--- config.mk ---
export PLATFORM = sky130hd
export DESIGN_NAME = mfl_ctrl
export DESIGN_NICKNAME = d
export VERILOG_FILES = /design/src/rtl/core/mfl_pkg.sv /design/src/rtl/core/mfl_ctrl.sv
export SDC_FILE = /design/constraint.sdc
export NUM_CORES = 1
export LEC_CHECK = 0
export BUFFER_PORTS_ARGS = -buffer_cell sky130_fd_sc_hd__buf_2
export CORE_MARGIN = 2
export CORE_UTILIZATION = 30
export DETAILED_ROUTE_END_ITERATION = 6
export PLACE_DENSITY_LB_ADDON = 0.05
export SETUP_SLACK_MARGIN = 0.4
export SLEW_MARGIN = 20
export SYNTH_ARGS = -nofsm -noshare
export SYNTH_HDL_FRONTEND = slang
export SYNTH_SLANG_ARGS = --single-unit
--- constraint.sdc ---
create_clock -name clk_i -period 2.21 [get_ports clk_i]
set_clock_uncertainty 0.05 [all_clocks]
set_input_delay 0.663 -clock clk_i [delete_from_list [all_inputs] [get_ports clk_i]]
set_output_delay 0.663 -clock clk_i [all_outputs]
set_load 0.02 [all_outputs]
--- src/rtl/core/mfl_pkg.sv ---
// shared constants and command/status types for the max flow labeling unit
package mfl_pkg;

  localparam int MAX_NODES  = 16;
  localparam int IDX_BITS   = 4;
  localparam int CNT_BITS   = 5;
  localparam int ADDR_BITS  = 2 * IDX_BITS;
  localparam int MEM_DEPTH  = MAX_NODES * MAX_NODES;
  localparam int CAP_BITS   = 16;
  localparam int LABEL_BITS = CAP_BITS + 1;
  localparam int FLOW_BITS  = 20;
  localparam int NC_BITS    = 5;

  localparam logic [1:0] RD_OUT = 2'd0;
  localparam logic [1:0] RD_FWD = 2'd1;
  localparam logic [1:0] RD_BWD = 2'd2;
  localparam logic [1:0] RD_AUG = 2'd3;

  typedef struct packed {
    logic       clr_write;
    logic       load_write;
    logic       cnt_reset;
    logic       rd_en;
    logic [1:0] rd_sel;
    logic       acc_clear;
    logic       save_init;
    logic       lab_init;
    logic       pick_u;
    logic       aug_start;
    logic       aug_write;
    logic       out_load;
  } mfl_cmd_t;

  typedef struct packed {
    logic clr_done;
    logic cnt_done;
    logic has_cand;
    logic sink_lab;
    logic aug_done;
    logic out_pending;
  } mfl_status_t;

endpackage

--- src/rtl/core/mfl_ctrl.sv ---
// controller: sequences clearing, loads, labeling searches and augmentation
module mfl_ctrl (
  input  logic                 clk_i,
  input  logic                 rst_ni,
  input  logic                 in_valid_i,
  input  logic                 in_mode_i,
  output logic                 in_ready_o,
  input  mfl_pkg::mfl_status_t status_i,
  output mfl_pkg::mfl_cmd_t    cmd_o
);
  import mfl_pkg::*;

  localparam logic [3:0] ST_CLEAR  = 4'd0;
  localparam logic [3:0] ST_IDLE   = 4'd1;
  localparam logic [3:0] ST_SUM0   = 4'd2;
  localparam logic [3:0] ST_INIT   = 4'd3;
  localparam logic [3:0] ST_PICK   = 4'd4;
  localparam logic [3:0] ST_FWD    = 4'd5;
  localparam logic [3:0] ST_BWD    = 4'd6;
  localparam logic [3:0] ST_CHECK  = 4'd7;
  localparam logic [3:0] ST_AUG_RD = 4'd8;
  localparam logic [3:0] ST_AUG_WR = 4'd9;
  localparam logic [3:0] ST_SUM1   = 4'd10;

  logic [3:0] state_q, state_d;

  assign in_ready_o = (state_q == ST_IDLE) && !status_i.out_pending;

  always_comb begin
    state_d = state_q;
    cmd_o   = '0;
    cmd_o.rd_sel = RD_OUT;
    case (state_q)
      ST_CLEAR: begin
        if (status_i.clr_done) state_d = ST_IDLE;
        else cmd_o.clr_write = 1'b1;
      end
      ST_IDLE: begin
        if (in_valid_i && in_ready_o) begin
          if (in_mode_i) begin
            cmd_o.acc_clear = 1'b1;
            cmd_o.cnt_reset = 1'b1;
            state_d = ST_SUM0;
          end else begin
            cmd_o.load_write = 1'b1;
          end
        end
      end
      ST_SUM0: begin
        if (!status_i.cnt_done) begin
          cmd_o.rd_en = 1'b1;
        end else begin
          cmd_o.save_init = 1'b1;
          state_d = ST_INIT;
        end
      end
      ST_INIT: begin
        cmd_o.lab_init = 1'b1;
        state_d = ST_PICK;
      end
      ST_PICK: begin
        cmd_o.cnt_reset = 1'b1;
        if (status_i.has_cand) begin
          cmd_o.pick_u = 1'b1;
          state_d = ST_FWD;
        end else begin
          cmd_o.acc_clear = 1'b1;
          state_d = ST_SUM1;
        end
      end
      ST_FWD: begin
        cmd_o.rd_sel = RD_FWD;
        if (!status_i.cnt_done) begin
          cmd_o.rd_en = 1'b1;
        end else begin
          cmd_o.cnt_reset = 1'b1;
          state_d = ST_BWD;
        end
      end
      ST_BWD: begin
        cmd_o.rd_sel = RD_BWD;
        if (!status_i.cnt_done) cmd_o.rd_en = 1'b1;
        else state_d = ST_CHECK;
      end
      ST_CHECK: begin
        if (status_i.sink_lab) begin
          cmd_o.aug_start = 1'b1;
          state_d = ST_AUG_RD;
        end else begin
          state_d = ST_PICK;
        end
      end
      ST_AUG_RD: begin
        cmd_o.rd_sel = RD_AUG;
        if (status_i.aug_done) begin
          state_d = ST_INIT;
        end else begin
          cmd_o.rd_en = 1'b1;
          state_d = ST_AUG_WR;
        end
      end
      ST_AUG_WR: begin
        cmd_o.rd_sel    = RD_AUG;
        cmd_o.aug_write = 1'b1;
        state_d = ST_AUG_RD;
      end
      ST_SUM1: begin
        if (!status_i.cnt_done) begin
          cmd_o.rd_en = 1'b1;
        end else begin
          cmd_o.out_load = 1'b1;
          state_d = ST_IDLE;
        end
      end
      default: state_d = ST_IDLE;
    endcase
  end

  always_ff @(posedge clk_i or negedge rst_ni) begin
    if (!rst_ni) begin
      state_q <= ST_CLEAR;
    end else begin
      state_q <= state_d;
    end
  end

endmodule
==> results of run 1 <==
-- synth_stat cells (2+ instances only) --
library cell and number:
nor2_1 8, o31ai_1 2, dfrtp_1 4, nand2_1 6, inv_1 5, nor3_1 4
clkbuf_1 3, o32a_1 2, o21ai_0 4, buf_2 3, nand2b_1 3, a21oi_1 2
o22ai_1 2
-- per-layer routing --
layer,vias up,share of wire (%),wire [µm],GRT usage [%]
li1,339,-,-,-
met1,347,40,766,27.7
met2,34,52,993,33.8
met3,6,5.9,114,1.67
met4,0,2.6,50,8.48
met5,-,0,0,0
-- worst max-delay path: stages, from the launching register on --
cell     delay (ns)
dfrtp_1        0.37
or4b_4         0.56
nor3b_4        0.20
nand2_2        0.12
o41ai_4        0.06
buf_4          0.19
-- metrics by stage --
stage               cells  TNS [ns]  instance area, µm²  hold WS, ns  utilization (%)
finish                128    -0.827                1150        0.169             76.4
global route          128     -1.31                1150        0.166             76.4
CTS                   125    -0.760                1060        0.173             70.3
detailed placement    108   -0.0193                 764        0.418             50.7
global placement      108         0                 764        0.416             50.7
floorplan              68         0                 617        0.317                -
-- cells in the final DEF (no fill, tap or decap), drive strengths merged, types with 2 or more instances in the layout --
cell,instances
nor3,4
clkbuf,3
dfrtp,4
nand2b,3
buf,47
a21oi,2
o31ai,2
o21ai,5
inv,5
o32a,2
nor2,8
nand2,6
o22ai,2
-- cell families (layout without fill, tap and decap cells) --
logic type	count (synthesis)	in the layout	share of synthesized area, %
and+or+nand+nor	31	31	34.9
AOI/OAI and AO/OA	21	21	32.5
buffers and inverters	11	55	9.45
DFF	4	4	21.0
muxes	1	1	2.10
-- layout make-up --
class / instances / area, µm²
Inverter: 5 / 18.8
Timing Repair Buffer: 47 / 447
Sequential cell: 4 / 100
Multi-Input combinational cell: 53 / 543
Clock buffer: 3 / 22.5
Tap cell: 16 / 20.0
Fill cell: 97 / 355
-- power breakdown --
| part | total, mW | internal, mW | switching (mW) |
|---|---|---|---|
| Clock | 0.0916 | 0.0608 | 0.0308 |
| Sequential | 0.133 | 0.109 | 0.0237 |
| Combinational | 1.48 | 0.763 | 0.713 |
| Total | 1.70 | 0.933 | 0.768 |
-- how the worst min path moves through the flow --
stage / end / slack [ns]
after global routing: state_q[2]$_DFFE_PN0P_ / 0.17
final: state_q[2]$_DFFE_PN0P_ / 0.17
after global placement: state_q[0]$_DFFE_PN0P_ / 0.42
after detailed placement: state_q[0]$_DFFE_PN0P_ / 0.42
after CTS: state_q[2]$_DFFE_PN0P_ / 0.17
after floorplan: state_q[0]$_DFFE_PN0P_ / 0.32
-- timing repair --
| action | CTS | global route |
|---|---|---|
| setup endpoints to repair | 15 | 15 |
| pin swaps | 4 | 5 |
| buffers inserted | 14 | 3 |
| resized for setup | 44 | 15 |
==> qor.csv, run 1 <==
metric;value;unit
status;finished with violations;
violated checks;negative setup slack;
Top reg by flops;state_q;
share of layout cells above drive strength 1;67.0;%
Hold Buf Count CTS;0;
site row count;14;
crit end category;output port;
Max transition margin;74.6;%
YS warnings;0;
Worst R2R Start;state_q[1]$_DFFE_PN0P_;
biggest regs;state_q (4);
worst vdd ir;0.885;mV
reg-to-reg slack, setup;0.42;ns
area grow syn2layout;141;%
Critical path origin;state_q[1]$_DFFE_PN0P_;
final hold vios;0;
wire per inst;15.0;µm
vias in the first global route;673;
EDFF count, synth;0;
die span in x;43.9;µm
Port Buffers;23;
Die Footprint;1920;µm²
Worst Setup EP;cmd_o[6];
Async S/R FF share, synth;100;%
CP Data Required Time;1.50;ns
DR vias/cell;5.67;
syn nets;78;
WP data arrival;1.74;ns
global-route wire length before repair;2.97;mm
Worst-path clk slew;0.04;ns
setup violators final;7;
via count;726;
area leader, netlist;dfrtp_1;
dpl hpwl;1.12;mm
grt ovf;0;
RSZ-0062 raised after global routing;yes;
worst reg2reg path endpoint;state_q[1]$_DFFE_PN0P_;
critical path peak fanout;2;
Power Total;1.70;mW
CTS buffer count;3;
synthesized area per cell;7.01;µm²
synth top area cells;dfrtp_1 21%, nor2_1 6.3%, nand2_1 4.7%, nor3_1 4.2%, o21ai_0 4.2%;
Seq/Total Area, Yosys;21.0;%
DP Worst Slack;-0.0160;ns
Min-Delay Path Class;in2async;
IO Pins;24;
routability cong.;0.715;
WS Path Type;reg2out;
synthesized area;477;µm²
Least-Margin Pin Slew;0.371;ns
htree depth;1;
clk sinks;4;
Pwr Density;1480;nW/µm²
GRT Util Overall;20.6;%
Clock Latency Late Sink;0.24;ns
Largest register FFs;4;
Startpoint Class;flop;
Reg2Reg Depth;6;
Cells after Synth;68;
Max Slew Vio Count;0;
Root Buffer;clkbuf_4;
antenna cells;0;
Core Region;1510;µm²
Clock Tree Buf Depth;2;
antenna-violating nets left;0;
fin worst setup slack;-0.246;ns
max_cap viols;0;
CTS tree;done;
Starting Density;31.6;%
Post-Route WL;1.92;mm
Fmax;407;MHz
Pleak;0.520;nW
register bit total from synthesis;4;
DRT iter0 DRCs;19;
DRC viols;0;
die height;43.9;µm
Synth Flop Type;dfrtp_1;
Nets;124;
number of distinct library cells after synthesis;33;
TritonRoute pass-1 iters;4;
period utilisation layout;111;%
initial antenna violation count;0;
Yosys top cell area share;21.0;%
Tmin final;2.46;ns
largest net degree at the start of global routing;16;
(Power assumes the default switching activity.)
==> run 2: changes to the inputs <==
- PLACE_DENSITY_LB_ADDON: 0.05 -> 0.3
==> qor.csv, run 2 (synthesized netlist as in run 1, its figures left out) <==
metric;value;unit;change
status;finished with violations;;
violated checks;negative setup slack;;
Clock Tree Buf Depth;2;;unchanged
worst vdd ir;0.777;mV;-12%
site row count;14;;unchanged
GRT Util Overall;20.6;%;about the same
final hold vios;0;;unchanged
cell area after layout;1110;µm²;-3.4%
Bufs and invs on worst path;1;;unchanged
crit end category;output port;;
setup violators final;10;;+3
TritonRoute pass-1 iters;4;;unchanged
max_cap viols;0;;unchanged
Root Buffer;clkbuf_4;;
Starting Density;31.6;%;unchanged
WS Path Type;reg2out;;
DRT iter0 DRCs;5;;-14
area grow syn2layout;133;%;
Startpoint Class;flop;;
dpl hpwl;1.11;mm;-1.1%
Top reg by flops;state_q;;
Least-Margin Pin Slew;0.353;ns;-0.0181 ns
CP cell instances;or4b_4 > nor3b_4 > nand2_2 > o41ai_4 > buf_4;;
WP data arrival;1.79;ns;+0.05 ns
biggest regs;state_q (4);;
most common cell after layout, fill and taps aside;buf_6;;
Largest register FFs;4;;unchanged
DRC viols;0;;unchanged
initial antenna violation count;0;;unchanged
Worst-path clk slew;0.04;ns;about the same
via count;700;;-3.6%
Port Buffers;23;;unchanged
Pleak;0.498;nW;-4.2%
fin worst setup slack;-0.290;ns;-0.0440 ns
IO Pins;24;;unchanged
wire per inst;15.4;µm;+2.5%
die span in x;43.9;µm;unchanged
Max Slew Vio Count;0;;unchanged
worst stage delay on the critical path;0.57;ns;about the same
vias in the first global route;637;;-5.3%
Tmin final;2.50;ns;+0.0440 ns
Die Footprint;1920;µm²;unchanged
largest net degree at the start of global routing;20;;+4
Post-Route WL;1.93;mm;about the same
period utilisation layout;113;%;+2.0 points
CP Data Required Time;1.50;ns;about the same
DR vias/cell;5.60;;-1.3%
antenna-violating nets left;0;;unchanged
CTS tree;done;;
htree depth;1;;unchanged
grt ovf;0;;unchanged
share of layout cells above drive strength 1;67.9;%;+0.93 points
most frequent cells in the layout;22 x buf_6, 10 x buf_4, 9 x buf_2;;
Max transition margin;75.9;%;+1.2 points
DP Worst Slack;-0.0252;ns;-0.00922 ns
RSZ-0062 raised after global routing;yes;;
Core Region;1510;µm²;unchanged
CP max-delay cell;or4b_4;;
Nets;121;;-2.4%
Clock Latency Late Sink;0.25;ns;about the same
CTS buffer count;3;;unchanged
Fmax;400;MHz;-1.8%
Min-Delay Path Class;in2async;;
Pwr Density;1410;nW/µm²;-4.3%
clk sinks;4;;unchanged
die height;43.9;µm;unchanged
routability cong.;0.814;;+14%
final hold slack;0.154;ns;-0.0150 ns
critical path peak fanout;2;;unchanged
placed cell area;764;µm²;unchanged
global-route wire length before repair;2.91;mm;-2.1%
Worst path top cell family by delay;simple AND/OR/NAND/NOR gates;;
antenna cells;0;;unchanged
[run 2: changes by cell type in the layout (fill, tap and decap cells not counted), sizes merged]
cell	delta
buf	-3
[run 2: timing repair]
item	in CTS	in global routing
pin swaps	3	12
hold buffers	0	0
gates cloned	1	0
buffers inserted	10	3
setup endpoints to repair	14	15
gates resized for setup	38	23
[run 2: worst paths after layout]
| check | start | to | slack (ns) | cells after the start |
|---|---|---|---|---|
| worst max-delay path | state_q[3]$_DFFE_PN0P_ | cmd_o[6] | -0.29 | 5 |
| worst min-delay path | rst_ni | state_q[2]$_DFFE_PN0P_ | 0.15 | 1 |
| worst max register to register | state_q[2]$_DFFE_PN0P_ | state_q[1]$_DFFE_PN0P_ | 0.29 | 10 |
| worst min register to register | state_q[0]$_DFFE_PN0P_ | state_q[3]$_DFFE_PN0P_ | 0.65 | 2 |
| max in group asynchronous | rst_ni | state_q[0]$_DFFE_PN0P_ | 1.84 | 1 |
| min in group clk_i | state_q[0]$_DFFE_PN0P_ | state_q[3]$_DFFE_PN0P_ | 0.65 | 2 |
[run 2: routing by layer]
metal  share of wire [%]  global-route usage (%)  wire length (µm)
met5                   0                       0                 0
met1                  41                    26.8               780
met4                 2.3                    9.09                44
met2                  49                    33.5               952
met3                 7.6                    2.92               147
[run 2: stage by stage]
| step | std cells | setup TNS [ns] | util [%] | total power [mW] |
|---|---|---|---|---|
| floorplan | 68 | 0 | - | 0.788 |
| global route | 125 | -2.12 | 73.8 | 1.67 |
| detailed placement | 108 | -0.0493 | 50.7 | 0.993 |
| finish | 125 | -1.51 | 73.8 | 1.57 |
| CTS | 122 | -0.964 | 66.2 | 1.37 |
| global placement | 108 | 0 | 50.7 | 0.983 |
[run 2: cell type report]
type                       instances  area [µm²]
tap                               16        20.0
fill                             126         394
sequential                         4         100
inverter                           5        18.8
timing repair buffer              44         413
clock buffer                       3        22.5
multi-input combinational         53         538
[run 2: power by group]
group / leakage, nW / switching (mW) / internal [mW] / total [mW]
logic: 0.435 / 0.687 / 0.654 / 1.34
clock network: 0.0138 / 0.0378 / 0.0613 / 0.0991
registers: 0.0494 / 0.0227 / 0.109 / 0.132
==> run 3: changes to the inputs <==
- PLACE_DENSITY: unset -> 0.6
- PLACE_DENSITY_LB_ADDON: 0.3 -> unset
- RECOVER_POWER: unset -> 50
==> qor.csv, run 3 (synthesized netlist as in run 1, its figures left out) <==
metric;value;unit;change
status;finished with violations;;
violated checks;negative setup slack;;
most common cell after layout, fill and taps aside;buf_4;;
CTS buffer count;3;;unchanged
period utilisation layout;112;%;-1.2 points
Power Total;1.67;mW;+5.9%
antenna cells;0;;unchanged
worst vdd ir;0.843;mV;+8.5%
Die Footprint;1920;µm²;unchanged
GRT Util Overall;20.5;%;-0.14 points
max_cap viols;0;;unchanged
die height;43.9;µm;unchanged
combinational fraction of design power;86.1;%;+0.8 points
CP max-delay cell;or4b_4;;
Final TNS setup;-0.881;ns;+0.633 ns
met2 WL post-DR;1.22;mm;+28%
Tmin final;2.47;ns;-0.0261 ns
Clock Latency Late Sink;0.25;ns;about the same
Starting Density;31.6;%;unchanged
clock power share;5.9;%;-0.4 points
Root Buffer;clkbuf_4;;
P_sw;776;µW;+3.8%
routability cong.;0.782;;-3.9%
IO Pins;24;;unchanged
fin worst setup slack;-0.264;ns;+0.0261 ns
site row count;14;;unchanged
sequential power share;8.0;%;-0.4 points
die span in x;43.9;µm;unchanged
critical path peak fanout;2;;unchanged
setup violators final;7;;-3
htree depth;1;;unchanged
DR WL met3;89;µm;-39%
Max Used Layer;met4;;
Pwr Density;1480;nW/µm²;+4.4%
switching share of power;46.6;%;-0.95 points
worst stage delay on the critical path;0.56;ns;about the same
Max transition margin;76.2;%;+0.37 points
placed cell area;772;µm²;+0.98%
Top reg by flops;state_q;;
final hold vios;0;;unchanged
crit end category;output port;;
Fmax;404;MHz;+1.1%
Post-Route WL;2.31;mm;+20%
RSZ-0062 raised after global routing;yes;;
Port Buffers;23;;unchanged
CTS tree;done;;
Core Region;1510;µm²;unchanged
clk sinks;4;;unchanged
DRT iter0 DRCs;11;;+6
global-route wire length before repair;2.84;mm;-2.4%
share of layout cells above drive strength 1;66.4;%;-1.5 points
initial antenna violation count;0;;unchanged
Pleak;0.510;nW;+2.5%
Clock Tree Buf Depth;2;;unchanged
most frequent cells in the layout;19 x buf_4, 13 x buf_6, 9 x buf_2;;
via count;744;;+6.3%
Filler cells;119;;-5.6%
DRC viols;0;;unchanged
Min-Delay Path Class;in2async;;
Metal-1 WL;955;µm;+22%
WP data arrival;1.76;ns;-0.03 ns
Max Slew Vio Count;0;;unchanged
antenna-violating nets left;0;;unchanged
DP Worst Slack;-0.00690;ns;+0.0183 ns
TritonRoute pass-1 iters;4;;unchanged
CP cell instances;or4b_4 > nor3b_4 > nand2_2 > o41ai_4 > buf_4;;
largest net degree at the start of global routing;16;;-20%
area grow syn2layout;137;%;
internal power;889;µW;+7.8%
storage element area;100;µm²;unchanged
Worst path top cell family by delay;simple AND/OR/NAND/NOR gates;;
Startpoint Class;flop;;
wire per inst;17.9;µm;+16%
WS Path Type;reg2out;;
cell area after layout;1130;µm²;+1.5%
grt ovf;0;;unchanged
biggest regs;state_q (4);;
Largest register FFs;4;;unchanged
Bufs and invs on worst path;1;;unchanged
area of the multi-input gates;526;µm²;-2.3%
Least-Margin Pin Slew;0.347;ns;-0.00536 ns
CP Data Required Time;1.50;ns;about the same
Worst-path clk slew;0.04;ns;about the same
DR vias/cell;5.77;;+3.0%
vias in the first global route;642;;+0.78%
dpl hpwl;1.07;mm;-3.7%
Nets;125;;+3.3%
run 3: worst register-to-register path: stages (launching register included):
cell and delay (ns):
dfrtp_1 0.37, buf_4 0.14, buf_8 0.13, nand2b_4 0.17, buf_6 0.14, buf_4 0.13, buf_4 0.13, o31a_1 0.24
o32a_1 0.15, mux2i_1 0.15
run 3: per-stage QoR:
step | cells | util (%) | hold slack [ns]
floorplan | 68 | - | 0.317
global placement | 109 | 51.2 | 0.417
detailed placement | 109 | 51.2 | 0.418
CTS | 123 | 65.4 | 0.161
global route | 129 | 74.9 | 0.198
finish | 129 | 74.9 | 0.189
run 3: per-layer routing:
metal / vias to the layer above / track usage [%]
met5: - / 0
met4: 0 / 10.9
met3: 7 / 2.50
met2: 32 / 33.5
met1: 361 / 26.0
li1: 344 / -
run 3: path summary, 6_finish.rpt:
check | endpoint | slack [ns] | start | cells past startpoint
min in group clk_i | state_q[3]$_DFFE_PN0P_ | 0.67 | state_q[0]$_DFFE_PN0P_ | 2
max reg2reg | state_q[1]$_DFFE_PN0P_ | 0.32 | state_q[2]$_DFFE_PN0P_ | 9
min reg2reg | state_q[3]$_DFFE_PN0P_ | 0.67 | state_q[0]$_DFFE_PN0P_ | 2
min | state_q[2]$_DFFE_PN0P_ | 0.19 | rst_ni | 1
max | cmd_o[6] | -0.26 | state_q[1]$_DFFE_PN0P_ | 5
max in group asynchronous | state_q[3]$_DFFE_PN0P_ | 1.73 | rst_ni | 1
run 3: power groups by stage:
stage	clock, mW	sequential [mW]	combinational [mW]
finish	0.0983	0.134	1.43
CTS	0.0955	0.128	1.14
global placement	0	0.125	0.868
detailed placement	0	0.126	0.869
global route	0.103	0.136	1.51
floorplan	0	0.135	0.653
run 3: what timing repair did:
action / CTS / global route
hold buffers: 0 / 0
gates cloned: 0 / 1
gates resized for setup: 31 / 22
pin swaps: 2 / 6
buffers inserted: 11 / 5
endpoints found under the setup margin: 14 / 14
run 3: area by class of cell:
class	instances	share of cell area [%]
multi-input combinational	53	46.6
timing repair buffer	48	39.1
sequential	4	8.87
clock buffer	3	2.00
tap	16	1.77
inverter	5	1.66
